### src/hdl/lpfd_pkg.sv
// lpfd_pkg: shared types, constants and the frame prefix table for the frame decoder
// used by the channel interfaces, the decode core, the top level and the checker
// no dependencies

package lpfd_pkg;

  // header layout
  localparam logic [3:0] HEADER_BYTES = 4'd12;
  localparam logic [3:0] PREFIX_BYTES = 4'd8;

  // budget after reset
  localparam logic [31:0] MAX_FRAME_BYTES_RST = 32'd65536;

  // result status codes
  typedef enum logic [2:0] {
    STATUS_HEADER     = 3'd0,
    STATUS_BODY       = 3'd1,
    STATUS_BAD_PREFIX = 3'd2,
    STATUS_BUDGET     = 3'd3,
    STATUS_CLOSED     = 3'd4
  } status_t;

  // one result word
  typedef struct packed {
    status_t    status;
    logic [7:0] body_byte;
    logic       frame_last;
  } result_t;

  // fixed frame prefix, one byte per prefix position
  function automatic logic [7:0] prefix_byte(input logic [2:0] idx);
    logic [7:0] b;
    unique case (idx)
      3'd0:    b = 8'h4F;
      3'd1:    b = 8'h43;
      3'd2:    b = 8'h4B;
      3'd3:    b = 8'h31;
      3'd4:    b = 8'h00;
      3'd5:    b = 8'h01;
      3'd6:    b = 8'h00;
      3'd7:    b = 8'h00;
      default: b = 8'h00;
    endcase
    return b;
  endfunction

endpackage

### src/hdl/lpfd_if.sv
// lpfd channel interfaces: input byte stream, result stream, budget write channel
// depends on lpfd_pkg for the status type

// raw stream byte
interface lpfd_in_if;
  logic       valid;
  logic       ready;
  logic [7:0] data_byte;

  modport source (output valid, output data_byte, input ready);
  modport sink (input valid, input data_byte, output ready);
endinterface

// decode result
interface lpfd_out_if;
  logic              valid;
  logic              ready;
  lpfd_pkg::status_t status;
  logic [7:0]        body_byte;
  logic              frame_last;

  modport source (output valid, output status, output body_byte, output frame_last,
                  input ready);
  modport sink (input valid, input status, input body_byte, input frame_last,
                output ready);
endinterface

// budget register write
interface lpfd_cfg_if;
  logic        valid;
  logic        ready;
  logic [31:0] data;

  modport source (output valid, output data, input ready);
  modport sink (input valid, input data, output ready);
endinterface

### src/hdl/lpfd_core.sv
// lpfd_core: per-byte header/body decode and the frame state registers
// depends on lpfd_pkg (status codes, result struct, prefix table)

module lpfd_core (
  input  logic              clk,
  input  logic              rst,
  input  logic              step_en,
  input  logic [7:0]        data_byte,
  input  logic [31:0]       max_frame_bytes,
  output lpfd_pkg::result_t result
);

  logic [3:0]  header_count, header_count_next;
  logic        prefix_mismatch, prefix_mismatch_next;
  logic [31:0] frame_length, frame_length_next;
  logic [31:0] body_count, body_count_next;
  logic        stream_closed, stream_closed_next;
  logic [31:0] body_count_inc;

  assign body_count_inc = body_count + 32'd1;

  // decode one byte against the current frame state
  always_comb begin
    header_count_next    = header_count;
    prefix_mismatch_next = prefix_mismatch;
    frame_length_next    = frame_length;
    body_count_next      = body_count;
    stream_closed_next   = stream_closed;
    result.status        = lpfd_pkg::STATUS_HEADER;
    result.body_byte     = 8'h00;
    result.frame_last    = 1'b0;

    if (stream_closed) begin
      result.status = lpfd_pkg::STATUS_CLOSED;
    end else if (header_count < lpfd_pkg::HEADER_BYTES) begin
      // header byte: prefix compare or length shift-in
      if (header_count < lpfd_pkg::PREFIX_BYTES) begin
        if (data_byte != lpfd_pkg::prefix_byte(header_count[2:0])) begin
          prefix_mismatch_next = 1'b1;
        end
      end else begin
        frame_length_next = {frame_length[23:0], data_byte};
      end
      header_count_next = header_count + 4'd1;
      // judge the header on its last byte, prefix error first
      if (header_count_next == lpfd_pkg::HEADER_BYTES) begin
        body_count_next = 32'd0;
        if (prefix_mismatch_next) begin
          stream_closed_next = 1'b1;
          result.status      = lpfd_pkg::STATUS_BAD_PREFIX;
        end else if (frame_length_next == 32'd0 || frame_length_next > max_frame_bytes) begin
          stream_closed_next = 1'b1;
          result.status      = lpfd_pkg::STATUS_BUDGET;
        end
      end
    end else begin
      // body byte passes through
      result.status    = lpfd_pkg::STATUS_BODY;
      result.body_byte = data_byte;
      body_count_next  = body_count_inc;
      if (body_count_inc >= frame_length) begin
        result.frame_last    = 1'b1;
        header_count_next    = 4'd0;
        prefix_mismatch_next = 1'b0;
        frame_length_next    = 32'd0;
        body_count_next      = 32'd0;
      end
    end
  end

  // frame state
  always_ff @(posedge clk) begin
    if (rst) begin
      header_count    <= 4'd0;
      prefix_mismatch <= 1'b0;
      frame_length    <= 32'd0;
      body_count      <= 32'd0;
      stream_closed   <= 1'b0;
    end else if (step_en) begin
      header_count    <= header_count_next;
      prefix_mismatch <= prefix_mismatch_next;
      frame_length    <= frame_length_next;
      body_count      <= body_count_next;
      stream_closed   <= stream_closed_next;
    end
  end

endmodule

### src/hdl/length_prefixed_frame_decoder.sv
// length_prefixed_frame_decoder: top level, input and result registers around lpfd_core
// depends on lpfd_pkg, lpfd_if.sv (channel interfaces) and lpfd_core
//
//   channel  dir  payload                              words
//   din      in   data_byte[7:0]                       one per stream byte
//   dout     out  status[2:0] body_byte[7:0] frame_last one per din word
//   cfg      in   data[31:0] -> max_frame_bytes         budget write, always ready
//
// a word passes from din through the input register, then the decode logic, into the
// result register and out on dout; one word per cycle sustained while dout is ready
// the decode state advances when a word moves from the input to the result register
// a stall on dout holds the result register and then the input register; din
// backs up only when both are full
// synchronous reset clears all control state and sets the budget to 65536

module length_prefixed_frame_decoder (
  input  logic            clk,
  input  logic            rst,
  lpfd_in_if.sink         din,
  lpfd_out_if.source      dout,
  lpfd_cfg_if.sink        cfg
);

  logic              in_valid;
  logic [7:0]        in_byte;
  logic              out_valid;
  lpfd_pkg::result_t out_result;
  lpfd_pkg::result_t step_result;
  logic [31:0]       max_frame_bytes;
  logic              advance;

  // input register moves on when the result register is free or draining
  assign advance  = in_valid && (!out_valid || dout.ready);
  assign din.ready = !in_valid || advance;
  assign cfg.ready = 1'b1;

  // budget register
  always_ff @(posedge clk) begin
    if (rst) begin
      max_frame_bytes <= lpfd_pkg::MAX_FRAME_BYTES_RST;
    end else if (cfg.valid) begin
      max_frame_bytes <= cfg.data;
    end
  end

  // input register
  always_ff @(posedge clk) begin
    if (rst) begin
      in_valid <= 1'b0;
    end else if (din.ready) begin
      in_valid <= din.valid;
    end
  end

  always_ff @(posedge clk) begin
    if (din.valid && din.ready) begin
      in_byte <= din.data_byte;
    end
  end

  // decode logic and frame state
  lpfd_core u_core (
    .clk             (clk),
    .rst             (rst),
    .step_en         (advance),
    .data_byte       (in_byte),
    .max_frame_bytes (max_frame_bytes),
    .result          (step_result)
  );

  // result register
  always_ff @(posedge clk) begin
    if (rst) begin
      out_valid <= 1'b0;
    end else if (advance) begin
      out_valid <= 1'b1;
    end else if (dout.ready) begin
      out_valid <= 1'b0;
    end
  end

  always_ff @(posedge clk) begin
    if (advance) begin
      out_result <= step_result;
    end
  end

  assign dout.valid      = out_valid;
  assign dout.status     = out_result.status;
  assign dout.body_byte  = out_result.body_byte;
  assign dout.frame_last = out_result.frame_last;

endmodule

### src/flat_wrapper.sv
// flat-port wrapper written by rule: the top's interface ports become plain ports
module length_prefixed_frame_decoder_flat 
  (clk, rst, din_valid, din_data_byte, din_ready, dout_valid, dout_status, dout_body_byte, dout_frame_last, dout_ready, cfg_valid, cfg_data, cfg_ready);
  lpfd_in_if din_i ();
  lpfd_out_if dout_i ();
  lpfd_cfg_if cfg_i ();
  input  logic clk;
  input  logic rst;
  input wire logic [$bits(din_i.valid)-1:0] din_valid;
  input wire logic [$bits(din_i.data_byte)-1:0] din_data_byte;
  output wire logic [$bits(din_i.ready)-1:0] din_ready;
  output wire logic [$bits(dout_i.valid)-1:0] dout_valid;
  output wire logic [$bits(dout_i.status)-1:0] dout_status;
  output wire logic [$bits(dout_i.body_byte)-1:0] dout_body_byte;
  output wire logic [$bits(dout_i.frame_last)-1:0] dout_frame_last;
  input wire logic [$bits(dout_i.ready)-1:0] dout_ready;
  input wire logic [$bits(cfg_i.valid)-1:0] cfg_valid;
  input wire logic [$bits(cfg_i.data)-1:0] cfg_data;
  output wire logic [$bits(cfg_i.ready)-1:0] cfg_ready;
  assign din_i.valid = din_valid;
  assign din_i.data_byte = din_data_byte;
  assign din_ready = din_i.ready;
  assign dout_valid = dout_i.valid;
  assign dout_status = dout_i.status;
  assign dout_body_byte = dout_i.body_byte;
  assign dout_frame_last = dout_i.frame_last;
  assign dout_i.ready = dout_ready;
  assign cfg_i.valid = cfg_valid;
  assign cfg_i.data = cfg_data;
  assign cfg_ready = cfg_i.ready;
  length_prefixed_frame_decoder u_core (.clk(clk), .rst(rst), .din(din_i), .dout(dout_i), .cfg(cfg_i));
endmodule
### config.mk
export PLATFORM = sky130hd
export DESIGN_NAME = length_prefixed_frame_decoder_flat
export DESIGN_NICKNAME = d
export VERILOG_FILES = /design/src/hdl/lpfd_pkg.sv /design/src/hdl/lpfd_if.sv /design/src/hdl/lpfd_core.sv /design/src/hdl/length_prefixed_frame_decoder.sv /design/src/flat_wrapper.sv
export SDC_FILE = /design/constraint.sdc
export NUM_CORES = 1
export LEC_CHECK = 0
export BUFFER_PORTS_ARGS = -buffer_cell sky130_fd_sc_hd__buf_2
export CAP_MARGIN = 10
export CORE_MARGIN = 2
export CORE_UTILIZATION = 30
export CTS_BUF_LIST = sky130_fd_sc_hd__clkbuf_4 sky130_fd_sc_hd__clkbuf_8
export DETAILED_ROUTE_END_ITERATION = 16
export GPL_TIMING_DRIVEN = 0
export PLACE_DENSITY = 0.45
export SLEW_MARGIN = 25
export SYNTH_ARGS = -nofsm -noshare
export SYNTH_HDL_FRONTEND = slang
export SYNTH_SLANG_ARGS = --single-unit
export TNS_END_PERCENT = 50
### constraint.sdc
create_clock -name clk -period 3.8 [get_ports clk]
set_input_delay 0.19 -clock clk [delete_from_list [all_inputs] [get_ports clk]]
set_output_delay 0.19 -clock clk [all_outputs]
set_load 0.03 [all_outputs]
==> impl_metrics.prom, run 1 <==
# TYPE chip_impl_metric gauge
chip_impl_metric{name="floorplan.initialDensity",unit=""} 0.306
chip_impl_metric{name="worst_path_clk_slew",unit="ns"} 0.08
chip_impl_metric{name="ys_types",unit=""} 69
chip_impl_info{name="timing_worst_setup_path_type",value="reg2reg"} 1
chip_impl_metric{name="synth_sequential_area_ratio",unit=""} 0.374
chip_impl_info{name="regToRegStartpoint",value="u_core.u_core.body_count[4]$_SDFFE_PP0P_"} 1
chip_impl_metric{name="fin_total_pwr",unit="W"} 0.00291
chip_impl_metric{name="yosysTopAreaCellShare",unit=""} 0.294
chip_impl_metric{name="postSynthRegisterBits",unit=""} 129
chip_impl_metric{name="layout_setup_ws",unit="ns"} 0.127
chip_impl_metric{name="globalRoute.totalOverflow",unit=""} 0
chip_impl_metric{name="dp_hpwl",unit="mm"} 16.5
chip_impl_metric{name="nNetsFinal",unit=""} 1074
chip_impl_info{name="critical_path.endpoint_type",value="register"} 1
chip_impl_metric{name="clock_period_minus_worst_slack",unit="ns"} 3.67
chip_impl_metric{name="finalCritPeriodShare",unit=""} 0.967
chip_impl_metric{name="clock.fmax",unit="MHz"} 272
chip_impl_metric{name="fin_setup_tns",unit="ns"} 0
chip_impl_metric{name="reg2reg_setup_slack",unit="ns"} 0.13
chip_impl_metric{name="io-pin-count",unit=""} 60
chip_impl_info{name="run_status",value="complete, no violations"} 1
chip_impl_metric{name="tightestPinTransition",unit="ns"} 0.787
chip_impl_metric{name="cts_htree_levels",unit=""} 4
chip_impl_metric{name="grt_antenna_before_repair",unit=""} 0
chip_impl_metric{name="die_x",unit="um"} 161
chip_impl_metric{name="crit_path_max_fanout",unit=""} 7
chip_impl_metric{name="final.setup_skew",unit="ns"} 0.0134
chip_impl_metric{name="gpl.final_weighted_congestion",unit=""} 0.849
chip_impl_metric{name="port_buffers",unit=""} 56
chip_impl_metric{name="slew_viol_final",unit=""} 0
chip_impl_metric{name="clock_insertion_delay_worst_skew",unit="ns"} 0.45
chip_impl_info{name="commonest_cells_after_routing_fill_and_taps_aside",value="sky130_fd_sc_hd__dfxtp_1 (95), sky130_fd_sc_hd__nand2_1 (69), sky130_fd_sc_hd__inv_1 (67)"} 1
chip_impl_metric{name="first_iter_violations",unit=""} 435
chip_impl_info{name="synth_top_cells_by_area",value="sky130_fd_sc_hd__dfxtp_1 (29%), sky130_fd_sc_hd__ha_1 (11%), sky130_fd_sc_hd__edfxtp_1 (8.1%)"} 1
chip_impl_info{name="cts_root_buffer",value="sky130_fd_sc_hd__clkbuf_8"} 1
chip_impl_metric{name="diode_count",unit=""} 0
chip_impl_metric{name="whs_path_depth",unit=""} 4
chip_impl_metric{name="route.detailed.drc",unit=""} 0
chip_impl_metric{name="synthesis.yosys.warnings",unit=""} 0
chip_impl_info{name="layout_commonest_cell",value="sky130_fd_sc_hd__dfxtp_1"} 1
chip_impl_metric{name="core-area",unit="mm^2"} 0.0243
chip_impl_metric{name="dr_total_vias",unit=""} 6421
chip_impl_metric{name="synthesis.area_per_instance",unit="um^2"} 8.97
chip_impl_metric{name="numCtsBuffers",unit=""} 17
chip_impl_metric{name="post-place-ws",unit="ns"} -0.278
chip_impl_metric{name="slew-limit-headroom",unit=""} 0.475
chip_impl_metric{name="area.growth.synth_to_final",unit="%"} 24.4
chip_impl_metric{name="max-cap-violations",unit=""} 0
chip_impl_metric{name="worst_ep_required_time",unit="ns"} 4.19
chip_impl_info{name="timing.rr.end",value="u_core.u_core.body_count[21]$_SDFFE_PP0P_"} 1
chip_impl_info{name="hold_path.class",value="in2reg"} 1
chip_impl_metric{name="vdd_drop_max",unit="uV"} 162
chip_impl_metric{name="finalWirelength",unit="mm"} 21.8
chip_impl_metric{name="number_of_global_route_vias_before_repair",unit=""} 6177
chip_impl_metric{name="mappedNetlistArea",unit="mm^2"} 0.00743
chip_impl_metric{name="synth_enable_flop_cells",unit=""} 20
chip_impl_info{name="hold_path.startpoint",value="dout_ready"} 1
chip_impl_info{name="unrepaired_setup_endpoints_after_global_routing",value="true"} 1
chip_impl_metric{name="final_layout_size_suffix_gt1_frac",unit=""} 0.179
chip_impl_metric{name="syn-num-nets",unit=""} 941
chip_impl_metric{name="drt.antenna.violating_nets",unit=""} 0
chip_impl_info{name="cts_tree",value="done"} 1
chip_impl_metric{name="power_density",unit="mW/mm^2"} 314
chip_impl_metric{name="via_per_inst",unit=""} 4.94
chip_impl_metric{name="dpl-instance-area",unit="mm^2"} 0.00812
chip_impl_metric{name="count_of_final_hold_check_violations",unit=""} 0
chip_impl_metric{name="largest_net_degree_at_the_start_of_global_routing",unit=""} 17
chip_impl_metric{name="number_of_iterations_in_the_first_detailed_routing_pass",unit=""} 5
chip_impl_info{name="critPathLaunchType",value="register"} 1
chip_impl_info{name="most_used_dff_post_synth",value="sky130_fd_sc_hd__dfxtp_1"} 1
chip_impl_metric{name="final_area",unit="mm^2"} 0.00925
chip_impl_metric{name="cts_num_sinks",unit=""} 129
chip_impl_metric{name="die_h",unit="um"} 161
chip_impl_metric{name="setup_viol",unit=""} 0
chip_impl_metric{name="async_flop_share",unit=""} 0
chip_impl_metric{name="fp.dieArea",unit="mm^2"} 0.0261
chip_impl_metric{name="arrival",unit="ns"} 4.06
chip_impl_metric{name="globalRouteTotalUtil",unit=""} 0.170
chip_impl_metric{name="post_synth_inst_count",unit=""} 829
chip_impl_info{name="synth_top_area_cell",value="sky130_fd_sc_hd__dfxtp_1"} 1
chip_impl_metric{name="wl_per_cell",unit="um"} 16.8
chip_impl_info{name="min_to",value="u_core.dout.valid$_SDFFE_PP0P_"} 1
chip_impl_metric{name="cts_max_path_buffers",unit=""} 2
chip_impl_metric{name="total_leakage_power",unit="nW"} 3.96
chip_impl_metric{name="grt_pass1_wl",unit="mm"} 34.1
chip_impl_metric{name="std_cell_rows",unit=""} 57
chip_impl_metric{name="timing.reg2reg.worst_path_depth",unit=""} 16
==> metrics by stage <==
step,cells,hold WS (ns),util
CTS,1287,0.0210,0.371
detailed placement,1209,0.370,0.334
floorplan,829,0.289,-
global route,1299,0.0477,0.380
finish,1299,0.0494,0.380
global placement,1209,0.372,0.334
==> kinds of logic (layout without fill, tap and decap cells) <==
group / Yosys count / count (layout) / share of synthesized area
buf+inv: 103 / 249 / 0.0587
mux: 34 / 34 / 0.0460
fa+ha+maj: 67 / 67 / 0.113
other cells: 1 / 1 / 0.000504
xor+xnor: 23 / 23 / 0.0271
compound gates: 194 / 194 / 0.183
flops: 129 / 129 / 0.374
simple gates: 278 / 278 / 0.197
==> registers in the layout (all words and copies together), names as in the netlist, named ones only <==
| register | flops |
|---|---|
| u_core.u_core.prefix_mismatch | 1 |
| u_core.dout.frame_last | 1 |
| u_core.max_frame_bytes | 32 |
| u_core.u_core.stream_closed | 1 |
| u_core.u_core.body_count | 32 |
| u_core.u_core.header_count | 4 |
| u_core.dout.status | 3 |
| u_core.in_byte | 8 |
| u_core.dout.body_byte | 8 |
| u_core.in_valid | 1 |
| u_core.u_core.frame_length | 32 |
| u_core.dout.valid | 1 |
==> timing repair <==
| item | 4_1_cts | 5_1_grt |
|---|---|---|
| cloned | 0 | 2 |
| gates resized for setup | 16 | 39 |
| hold buffers | 41 | 0 |
| pin swaps | 6 | 17 |
| endpoints found under the setup margin | 63 | 75 |
| setup buffers | 5 | 11 |
| hold endpoints to repair | 41 | 0 |
==> critical path: stages, from the launching register on <==
cell                        delay (ns)
sky130_fd_sc_hd__dfxtp_2          0.36
sky130_fd_sc_hd__and4_4           0.24
sky130_fd_sc_hd__and3_1           0.18
sky130_fd_sc_hd__buf_6            0.15
sky130_fd_sc_hd__nand4_4          0.12
sky130_fd_sc_hd__nand2b_4         0.16
sky130_fd_sc_hd__or2_2            0.29
sky130_fd_sc_hd__nand2_2          0.11
sky130_fd_sc_hd__ha_1             0.26
sky130_fd_sc_hd__a21oi_2          0.13
sky130_fd_sc_hd__o21a_1           0.15
sky130_fd_sc_hd__o211ai_1         0.20
sky130_fd_sc_hd__a2111oi_4        0.45
sky130_fd_sc_hd__nand2_2          0.14
sky130_fd_sc_hd__buf_4            0.16
sky130_fd_sc_hd__nor3_4           0.28
sky130_fd_sc_hd__a221o_1          0.21
==> worst max path at each step <==
stage | startpoint | end
detailed placement | u_core.u_core.body_count[0]$_SDFFE_PP0P_ | u_core.u_core.body_count[27]$_SDFFE_PP0P_
global placement | u_core.u_core.body_count[0]$_SDFFE_PP0P_ | u_core.u_core.body_count[26]$_SDFFE_PP0P_
finish | u_core.u_core.body_count[4]$_SDFFE_PP0P_ | u_core.u_core.body_count[21]$_SDFFE_PP0P_
global route | u_core.u_core.body_count[17]$_SDFFE_PP0P_ | u_core.u_core.body_count[15]$_SDFFE_PP0P_
floorplan | u_core.u_core.body_count[6]$_SDFFE_PP0P_ | u_core.u_core.frame_length[29]$_SDFFE_PP0N_
CTS | u_core.u_core.body_count[16]$_SDFFE_PP0P_ | u_core.u_core.body_count[20]$_SDFFE_PP0P_
==> cell type report <==
class / instances / area (um^2)
fillers: 2515 / 15100
multi-input cells: 597 / 4330
flip-flops and latches: 129 / 2810
repair buffers: 115 / 855
well taps: 324 / 405
clock buffers: 23 / 304
inverters: 67 / 251
plain buffers: 35 / 191
clock inverters: 9 / 105
==> where the power goes <==
group / switching, W / internal [W]
logic: 0.000131 / 0.000111
registers: 0.0000232 / 0.00142
clock network: 0.000559 / 0.000665
total: 0.000714 / 0.00219
==> layer usage <==
| layer | track usage | routed length [um] | vias to the layer above |
|---|---|---|---|
| met3 | 0.0349 | 911 | 27 |
| li1 | - | - | 3263 |
| met4 | 0.0576 | 442 | 0 |
| met2 | 0.279 | 10300 | 127 |
| met5 | 0 | 0 | - |
| met1 | 0.222 | 10200 | 3004 |
==> cell usage after synthesis, types with 4 or more instances <==
cell type,n
sky130_fd_sc_hd__o21a_1,5
sky130_fd_sc_hd__a21o_1,18
sky130_fd_sc_hd__and4_1,6
sky130_fd_sc_hd__nor2b_1,6
sky130_fd_sc_hd__nand3_1,20
sky130_fd_sc_hd__buf_2,4
sky130_fd_sc_hd__nand2b_1,15
sky130_fd_sc_hd__nand2_1,70
sky130_fd_sc_hd__and3_1,13
sky130_fd_sc_hd__ha_1,67
sky130_fd_sc_hd__nor2_1,68
sky130_fd_sc_hd__xnor2_1,15
sky130_fd_sc_hd__and2_1,7
sky130_fd_sc_hd__clkbuf_1,21
sky130_fd_sc_hd__a211o_1,4
sky130_fd_sc_hd__a22o_1,34
sky130_fd_sc_hd__nor3_1,13
sky130_fd_sc_hd__nand4_1,20
sky130_fd_sc_hd__a21oi_1,42
sky130_fd_sc_hd__o21ai_0,40
sky130_fd_sc_hd__inv_1,67
sky130_fd_sc_hd__o211ai_1,6
sky130_fd_sc_hd__edfxtp_1,20
sky130_fd_sc_hd__nor4_1,13
sky130_fd_sc_hd__buf_4,4
sky130_fd_sc_hd__mux2i_1,33
sky130_fd_sc_hd__a22oi_1,16
sky130_fd_sc_hd__or3_1,4
sky130_fd_sc_hd__buf_6,4
sky130_fd_sc_hd__dfxtp_1,109
sky130_fd_sc_hd__a31o_2,4
sky130_fd_sc_hd__xor2_1,8
(Power assumes the default switching activity.)
==> inputs of run 2 (changes only) <==
--- a/config.mk
+++ b/config.mk
@@ -5,7 +5,7 @@
 export SDC_FILE = /design/constraint.sdc
 export NUM_CORES = 1
 export LEC_CHECK = 0
-export BUFFER_PORTS_ARGS = -buffer_cell sky130_fd_sc_hd__buf_2
+export BUFFER_PORTS_ARGS = -buffer_cell sky130_fd_sc_hd__clkbuf_2
 export CAP_MARGIN = 10
 export CORE_MARGIN = 2
 export CORE_UTILIZATION = 30
==> run 2 against run 1 <==
Compared with the run above: via count shrank 1.0%; wire length fell by 1.6%; clock power up 5%; first-iteration DRC count up 8.0%; cell area grew 0.47%; global-route usage fell by 0.16 points; critical path depth rose by 1; flip-flop and latch count unchanged; die area did not move.
==> impl_metrics.prom, run 2 (synthesis gave the netlist of run 1 again) <==
# TYPE chip_impl_metric gauge
chip_impl_info{name="timing.rr.end",value="u_core.u_core.body_count[9]$_SDFFE_PP0P_"} 1
chip_impl_metric{name="final_layout_size_suffix_gt1_frac",unit=""} 0.184
chip_impl_info{name="critical_path.startpoint",value="u_core.u_core.body_count[4]$_SDFFE_PP0P_"} 1
chip_impl_metric{name="globalRoute.totalOverflow",unit=""} 0
chip_impl_metric{name="power_density",unit="mW/mm^2"} 318
chip_impl_metric{name="std_cell_rows",unit=""} 57
chip_impl_metric{name="largest_net_degree_at_the_start_of_global_routing",unit=""} 17
chip_impl_metric{name="grtUsageMet1",unit=""} 0.227
chip_impl_metric{name="grt_antenna_before_repair",unit=""} 0
chip_impl_metric{name="vdd_drop_max",unit="uV"} 232
chip_impl_metric{name="core-area",unit="mm^2"} 0.0243
chip_impl_metric{name="cts_htree_levels",unit=""} 4
chip_impl_metric{name="clock_insertion_delay_worst_skew",unit="ns"} 0.45
chip_impl_metric{name="total_leakage_power",unit="nW"} 4.01
chip_impl_metric{name="first_iter_violations",unit=""} 470
chip_impl_info{name="hold_path.class",value="in2reg"} 1
chip_impl_metric{name="globalRouteTotalUtil",unit=""} 0.168
chip_impl_metric{name="die_x",unit="um"} 161
chip_impl_metric{name="area.growth.synth_to_final",unit="%"} 25.0
chip_impl_metric{name="layout.core_utilization",unit=""} 0.382
chip_impl_info{name="timing_worst_setup_path_type",value="reg2reg"} 1
chip_impl_metric{name="port_buffers",unit=""} 56
chip_impl_metric{name="count_of_final_hold_check_violations",unit=""} 0
chip_impl_metric{name="crit_path_max_fanout",unit=""} 5
chip_impl_info{name="cts_tree",value="done"} 1
chip_impl_metric{name="diode_count",unit=""} 0
chip_impl_metric{name="drt.antenna.violating_nets",unit=""} 0
chip_impl_metric{name="nNetsFinal",unit=""} 1078
chip_impl_metric{name="dr_total_vias",unit=""} 6355
chip_impl_metric{name="finalWirelength",unit="mm"} 21.5
chip_impl_metric{name="number_of_iterations_in_the_first_detailed_routing_pass",unit=""} 5
chip_impl_metric{name="numCtsBuffers",unit=""} 17
chip_impl_metric{name="slew-limit-headroom",unit=""} 0.482
chip_impl_info{name="critical_path.endpoint_type",value="register"} 1
chip_impl_metric{name="io-pin-count",unit=""} 60
chip_impl_metric{name="wl_per_cell",unit="um"} 16.5
chip_impl_metric{name="max-cap-violations",unit=""} 0
chip_impl_metric{name="route.detailed.drc",unit=""} 0
chip_impl_metric{name="arrival",unit="ns"} 4.00
chip_impl_info{name="critPathLaunchType",value="register"} 1
chip_impl_info{name="worstSetupEndpoint",value="u_core.u_core.body_count[9]$_SDFFE_PP0P_"} 1
chip_impl_metric{name="gpl.final_weighted_congestion",unit=""} 0.860
chip_impl_metric{name="worst_ep_required_time",unit="ns"} 4.16
chip_impl_info{name="run_status",value="complete, no violations"} 1
chip_impl_metric{name="clock.fmax",unit="MHz"} 275
chip_impl_metric{name="finalCritPeriodShare",unit=""} 0.957
chip_impl_metric{name="slew_viol_final",unit=""} 0
chip_impl_metric{name="cts_num_sinks",unit=""} 129
chip_impl_metric{name="floorplan.initialDensity",unit=""} 0.306
chip_impl_metric{name="gr-usage-met3",unit=""} 0.0285
chip_impl_metric{name="fp.dieArea",unit="mm^2"} 0.0261
chip_impl_metric{name="cts_max_path_buffers",unit=""} 2
chip_impl_metric{name="hold_slack",unit="ns"} 0.0401
chip_impl_metric{name="timing.reg2reg.worst_path_depth",unit=""} 17
chip_impl_metric{name="worst_path_clk_slew",unit="ns"} 0.08
chip_impl_metric{name="die_h",unit="um"} 161
chip_impl_metric{name="via_per_inst",unit=""} 4.88
chip_impl_info{name="top_usage_layer",value="met2"} 1
chip_impl_metric{name="whs_path_depth",unit=""} 4
chip_impl_metric{name="clock_period_minus_worst_slack",unit="ns"} 3.64
chip_impl_metric{name="reg2reg_setup_slack",unit="ns"} 0.16
chip_impl_metric{name="setup_viol",unit=""} 0
chip_impl_info{name="layout_commonest_cell",value="sky130_fd_sc_hd__dfxtp_1"} 1
chip_impl_metric{name="grt_pass1_wl",unit="mm"} 33.8
chip_impl_metric{name="groute.layer.met2.usage",unit=""} 0.279
chip_impl_metric{name="tightestPinTransition",unit="ns"} 0.778
chip_impl_metric{name="final.setup_skew",unit="ns"} 0.0186
chip_impl_info{name="cts_root_buffer",value="sky130_fd_sc_hd__clkbuf_8"} 1
chip_impl_metric{name="dp_hpwl",unit="mm"} 16.5
chip_impl_metric{name="number_of_global_route_vias_before_repair",unit=""} 6049
chip_impl_info{name="commonest_cells_after_routing_fill_and_taps_aside",value="sky130_fd_sc_hd__dfxtp_1 (96), sky130_fd_sc_hd__nand2_1 (69), sky130_fd_sc_hd__inv_1 (67)"} 1
chip_impl_info{name="largest_registers",value="u_core.max_frame_bytes: 32 flops, u_core.u_core.body_count: 32 flops, u_core.u_core.frame_length: 32 flops"} 1
chip_impl_info{name="regToRegStartpoint",value="u_core.u_core.body_count[4]$_SDFFE_PP0P_"} 1
[run 2: cell count changes in the layout (fill, tap and decap cells not counted), sizes merged]
cell / delta
bufinv: +1
clkbuf: +58
clkinv: -2
clkinvlp: -1
buf: -51
inv: -1
[run 2: report_power, final]
| group | switching, W | leakage, nW | internal, W |
|---|---|---|---|
| Combinational | 0.000130 | 2.71 | 0.000110 |
| Clock | 0.000543 | 0.219 | 0.000734 |
| Sequential | 0.0000236 | 1.09 | 0.00142 |
| Total | 0.000697 | 4.01 | 0.00226 |
[run 2: what timing repair did]
action	CTS	global route
hold endpoints to repair	41	0
gates cloned	1	1
endpoints found under the setup margin	65	74
resized for setup	18	39
buffers inserted	7	13
pin swaps	6	15
hold buffers	41	0
[run 2: stage by stage]
step / std cells / setup TNS, ns / setup WS [ns] / power (W) / area, um^2
after floorplan: 829 / 0 / 0.524 / 0.00160 / 7430
after global placement: 1209 / -10.53 / -0.259 / 0.00168 / 8120
after detailed placement: 1209 / -9.17 / -0.247 / 0.00168 / 8120
after CTS: 1290 / 0 / 0.000836 / 0.00300 / 9070
after global routing: 1303 / -0.0440 / -0.0183 / 0.00309 / 9290
final: 1303 / 0 / 0.162 / 0.00296 / 9290
[run 2: routing by layer]
layer  part of all wire  vias up
met5                  0        -
met4              0.010        0
met3              0.036       14
met2               0.48      108
met1               0.47     2965
li1                   -     3268
[run 2: area by class of cell]
| type | count | area (um^2) |
|---|---|---|
| plain buffers | 35 | 195 |
| clock buffers | 26 | 314 |
| clock inverters | 6 | 108 |
| fillers | 2499 | 15000 |
| inverters | 67 | 251 |
| multi-input cells | 597 | 4340 |
| flip-flops and latches | 129 | 2810 |
| well taps | 324 | 405 |
| repair buffers | 119 | 871 |
[run 2: worst max-delay path, stage by stage (launching register included)]
cell and delay [ns]:
sky130_fd_sc_hd__dfxtp_4 0.37, sky130_fd_sc_hd__and4_4 0.24, sky130_fd_sc_hd__and3_1 0.18, sky130_fd_sc_hd__buf_6 0.13, sky130_fd_sc_hd__nand4_4 0.16, sky130_fd_sc_hd__nor2_4 0.18
sky130_fd_sc_hd__nand3_2 0.11, sky130_fd_sc_hd__xnor2_2 0.18, sky130_fd_sc_hd__ha_1 0.35, sky130_fd_sc_hd__a21oi_2 0.13, sky130_fd_sc_hd__o21a_1 0.13, sky130_fd_sc_hd__o211ai_1 0.18
sky130_fd_sc_hd__a2111o_1 0.53, sky130_fd_sc_hd__nor3_4 0.21, sky130_fd_sc_hd__buf_4 0.16, sky130_fd_sc_hd__buf_6 0.11, sky130_fd_sc_hd__a22oi_1 0.08, sky130_fd_sc_hd__nor2_1 0.13
[run 2: worst min-delay path by stage]
stage | slack (ns) | endpoint | startpoint
3_5_place_dp | 0.37 | u_core.in_byte[7]$_DFFE_PP_ | din_data_byte[7]
2_1_floorplan | 0.29 | u_core.in_byte[0]$_DFFE_PP_ | din_data_byte[0]
5_1_grt | 0.03 | u_core.dout.valid$_SDFFE_PP0P_ | dout_ready
4_1_cts | 0.02 | u_core.dout.valid$_SDFFE_PP0P_ | dout_ready
6_report | 0.04 | u_core.dout.valid$_SDFFE_PP0P_ | dout_ready
3_3_place_gp | 0.37 | u_core.in_byte[7]$_DFFE_PP_ | din_data_byte[7]
==> inputs of run 3 (changes only) <==
--- a/config.mk
+++ b/config.mk
@@ -5,6 +5,7 @@
 export SDC_FILE = /design/constraint.sdc
 export NUM_CORES = 1
 export LEC_CHECK = 0
+export ABC_CLOCK_PERIOD_IN_PS = 3800
 export BUFFER_PORTS_ARGS = -buffer_cell sky130_fd_sc_hd__clkbuf_2
 export CAP_MARGIN = 10
 export CORE_MARGIN = 2
@@ -12,9 +13,9 @@
 export CTS_BUF_LIST = sky130_fd_sc_hd__clkbuf_4 sky130_fd_sc_hd__clkbuf_8
 export DETAILED_ROUTE_END_ITERATION = 16
 export GPL_TIMING_DRIVEN = 0
-export PLACE_DENSITY = 0.45
+export PLACE_DENSITY = 0.46
 export SLEW_MARGIN = 25
 export SYNTH_ARGS = -nofsm -noshare
 export SYNTH_HDL_FRONTEND = slang
 export SYNTH_SLANG_ARGS = --single-unit
-export TNS_END_PERCENT = 50
+export TNS_END_PERCENT = 20
==> run 3 against run 2 <==
Compared with the run above: total power is 4.0% lower; flip-flop and latch count stayed put; highest routed layer unchanged; clock power is 9% lower; critical path depth is 1 lower; register-to-register slack better by 0.05 ns; global-route usage is 0.14 points higher; wire length is 0.43% higher; critical endpoint is now u_core.u_core.frame_length[17]$_SDFFE_PP0N_; maximum frequency is 1.4% higher; worst setup slack better by 0.051 ns; die area stayed put; via count is 1.2% higher.
==> impl_metrics.prom, run 3 (synthesis gave the netlist of run 1 again) <==
# TYPE chip_impl_metric gauge
chip_impl_metric{name="area.growth.synth_to_final",unit="%"} 24.8
chip_impl_metric{name="layout.core_utilization",unit=""} 0.382
chip_impl_metric{name="post-place-ws",unit="ns"} -0.260
chip_impl_metric{name="grt_pass1_wl",unit="mm"} 34.1
chip_impl_metric{name="globalRouteTotalUtil",unit=""} 0.170
chip_impl_metric{name="reg2reg_setup_slack",unit="ns"} 0.21
chip_impl_metric{name="final_layout_size_suffix_gt1_frac",unit=""} 0.182
chip_impl_metric{name="wl_per_cell",unit="um"} 16.6
chip_impl_metric{name="power_density",unit="mW/mm^2"} 306
chip_impl_metric{name="core-area",unit="mm^2"} 0.0243
chip_impl_info{name="critical_path.startpoint",value="u_core.u_core.body_count[2]$_SDFFE_PP0P_"} 1
chip_impl_info{name="worst_path_max_delay_cell",value="sky130_fd_sc_hd__a2111oi_4"} 1
chip_impl_metric{name="slew-limit-headroom",unit=""} 0.372
chip_impl_metric{name="dr_total_vias",unit=""} 6430
chip_impl_metric{name="arrival",unit="ns"} 3.97
chip_impl_metric{name="max-cap-violations",unit=""} 0
chip_impl_metric{name="layout_setup_ws",unit="ns"} 0.213
chip_impl_metric{name="route.detailed.drc",unit=""} 0
chip_impl_metric{name="critical-path-max-stage-delay",unit="ns"} 0.44
chip_impl_metric{name="std_cell_rows",unit=""} 57
chip_impl_metric{name="die_x",unit="um"} 161
chip_impl_info{name="timing_worst_setup_path_type",value="reg2reg"} 1
chip_impl_metric{name="largest_net_degree_at_the_start_of_global_routing",unit=""} 17
chip_impl_metric{name="number_of_iterations_in_the_first_detailed_routing_pass",unit=""} 5
chip_impl_metric{name="nNetsFinal",unit=""} 1078
chip_impl_metric{name="diode_count",unit=""} 0
chip_impl_metric{name="globalRoute.totalOverflow",unit=""} 0
chip_impl_metric{name="via_per_inst",unit=""} 4.93
chip_impl_metric{name="crit_path_max_fanout",unit=""} 10
chip_impl_metric{name="clock_insertion_delay_worst_skew",unit="ns"} 0.45
chip_impl_metric{name="tightestPinTransition",unit="ns"} 0.942
chip_impl_metric{name="number_of_global_route_vias_before_repair",unit=""} 6204
chip_impl_metric{name="die_h",unit="um"} 161
chip_impl_metric{name="timing.reg2reg.worst_path_depth",unit=""} 16
chip_impl_metric{name="clock_period_minus_worst_slack",unit="ns"} 3.59
chip_impl_metric{name="io-pin-count",unit=""} 60
chip_impl_metric{name="fill_cells",unit=""} 2462
chip_impl_metric{name="cts_num_sinks",unit=""} 129
chip_impl_info{name="critPathLaunchType",value="register"} 1
chip_impl_info{name="largest_registers",value="u_core.max_frame_bytes: 32 flops, u_core.u_core.body_count: 32 flops, u_core.u_core.frame_length: 32 flops"} 1
chip_impl_metric{name="first_iter_violations",unit=""} 339
chip_impl_metric{name="clock.fmax",unit="MHz"} 279
chip_impl_metric{name="port_buffers",unit=""} 56
chip_impl_info{name="worstSetupEndpoint",value="u_core.u_core.frame_length[17]$_SDFFE_PP0N_"} 1
chip_impl_metric{name="finalCritPeriodShare",unit=""} 0.944
chip_impl_metric{name="gpl.final_weighted_congestion",unit=""} 0.849
chip_impl_metric{name="fp.dieArea",unit="mm^2"} 0.0261
chip_impl_info{name="worst_path_most_repeated_cell",value="sky130_fd_sc_hd__buf_6"} 1
chip_impl_info{name="hold_path.class",value="in2reg"} 1
chip_impl_metric{name="cts_max_path_buffers",unit=""} 2
chip_impl_info{name="timing.rr.end",value="u_core.u_core.frame_length[17]$_SDFFE_PP0N_"} 1
chip_impl_info{name="layout_commonest_cell",value="sky130_fd_sc_hd__dfxtp_1"} 1
chip_impl_metric{name="grt_antenna_before_repair",unit=""} 0
chip_impl_metric{name="final.setup_skew",unit="ns"} 0.0158
chip_impl_metric{name="worst_path_clk_slew",unit="ns"} 0.07
chip_impl_info{name="critical_path.endpoint_type",value="register"} 1
chip_impl_metric{name="setup_viol",unit=""} 0
chip_impl_metric{name="total_leakage_power",unit="nW"} 4.00
chip_impl_metric{name="numCtsBuffers",unit=""} 17
chip_impl_metric{name="cts_htree_levels",unit=""} 4
chip_impl_metric{name="drt.antenna.violating_nets",unit=""} 0
chip_impl_metric{name="worst_ep_required_time",unit="ns"} 4.18
chip_impl_info{name="cts_tree",value="done"} 1
chip_impl_metric{name="count_of_final_hold_check_violations",unit=""} 0
chip_impl_metric{name="vdd_drop_max",unit="uV"} 170
chip_impl_metric{name="floorplan.initialDensity",unit=""} 0.306
chip_impl_info{name="commonest_cells_after_routing_fill_and_taps_aside",value="sky130_fd_sc_hd__dfxtp_1 (95), sky130_fd_sc_hd__nand2_1 (69), sky130_fd_sc_hd__inv_1 (67)"} 1
chip_impl_info{name="crit_path_cell_trace",value="and4_4 -> and3_1 -> buf_6 -> nand4_4 -> nand2b_4 -> or2_2 -> nand2_2 -> ha_1 -> a21oi_1 -> o21a_1 -> o211ai_1 -> a2111oi_4 -> nand2_4 -> a21oi_4 -> buf_6 -> a22o_1"} 1
chip_impl_metric{name="dp_hpwl",unit="mm"} 16.4
chip_impl_metric{name="hold_slack",unit="ns"} 0.0757
chip_impl_info{name="regToRegStartpoint",value="u_core.u_core.body_count[2]$_SDFFE_PP0P_"} 1
chip_impl_info{name="cts_root_buffer",value="sky130_fd_sc_hd__clkbuf_8"} 1
chip_impl_metric{name="finalWirelength",unit="mm"} 21.6
chip_impl_info{name="run_status",value="complete, no violations"} 1
chip_impl_metric{name="slew_viol_final",unit=""} 0
-- run 3: cell count changes in the layout (fill, tap and decap cells not counted), moves of 2 or more --
cell,delta
sky130_fd_sc_hd__buf_2,-2
sky130_fd_sc_hd__clkbuf_4,-4
sky130_fd_sc_hd__clkinvlp_4,+2
sky130_fd_sc_hd__a21oi_2,-2
sky130_fd_sc_hd__bufinv_16,-2
sky130_fd_sc_hd__clkinv_4,+2
sky130_fd_sc_hd__buf_4,+2
sky130_fd_sc_hd__clkbuf_8,+2
sky130_fd_sc_hd__a21oi_1,+2
-- run 3: worst max-delay path, delay by kind of cell (launching register included) --
family | cells | cell delay [ns]
adders and majority gates | 1 | 0.25
DFF | 1 | 0.38
AOI/OAI and AO/OA | 6 | 1.36
and+or+nand+nor | 7 | 1.20
buffers and inverters | 2 | 0.33
-- run 3: power breakdown --
part	internal, W	leakage, nW	switching (W)
combinational	0.000106	2.71	0.000129
sequential	0.00142	1.09	0.0000229
clock	0.000608	0.195	0.000559
-- run 3: area by class of cell --
type	count	area (um^2)	area share
timing repair buffer	119	885	0.0953
clock inverter	8	80.1	0.00863
inverter	67	251	0.0271
sequential	129	2810	0.303
multi-input combinational	597	4340	0.467
clock buffer	24	312	0.0336
tap	324	405	0.0437
buffer	35	196	0.0212
-- run 3: how the worst min path moves through the flow --
| stage | from | to | slack [ns] | depth (start not counted) |
|---|---|---|---|---|
| final | dout_ready | u_core.dout.valid$_SDFFE_PP0P_ | 0.08 | 4 |
| after global routing | dout_ready | u_core.dout.valid$_SDFFE_PP0P_ | 0.12 | 4 |
| after CTS | dout_ready | u_core.dout.valid$_SDFFE_PP0P_ | 0.05 | 4 |
| after detailed placement | din_data_byte[7] | u_core.in_byte[7]$_DFFE_PP_ | 0.37 | 1 |
| after global placement | din_data_byte[3] | u_core.in_byte[3]$_DFFE_PP_ | 0.37 | 1 |
| after floorplan | din_data_byte[0] | u_core.in_byte[0]$_DFFE_PP_ | 0.29 | 0 |
-- run 3: through the flow --
stage	power [W]	cell area [um^2]	cells	setup TNS, ns
after floorplan	0.00160	7430	829	0
after global placement	0.00168	8120	1209	-9.48
after detailed placement	0.00168	8120	1209	-9.51
after CTS	0.00288	9060	1288	0
after global routing	0.00297	9280	1303	-0.00858
final	0.00284	9280	1303	0
-- run 3: layer usage --
metal  part of all wire  global-route usage  up-vias  wire length, um
met5                  0                   0        -                0
met3              0.040              0.0334       20              871
li1                   -                   -     3265                -
met4              0.019              0.0601        0              414
met1               0.47               0.221     3019            10100
met2               0.47               0.280      126            10200
-- run 3: what timing repair did --
action	CTS	global route
resized for setup	23	35
hold endpoints to repair	41	0
hold buffers	41	0
setup endpoints to repair	63	72
setup buffers	6	16
pin swaps	6	10
gates cloned	0	0
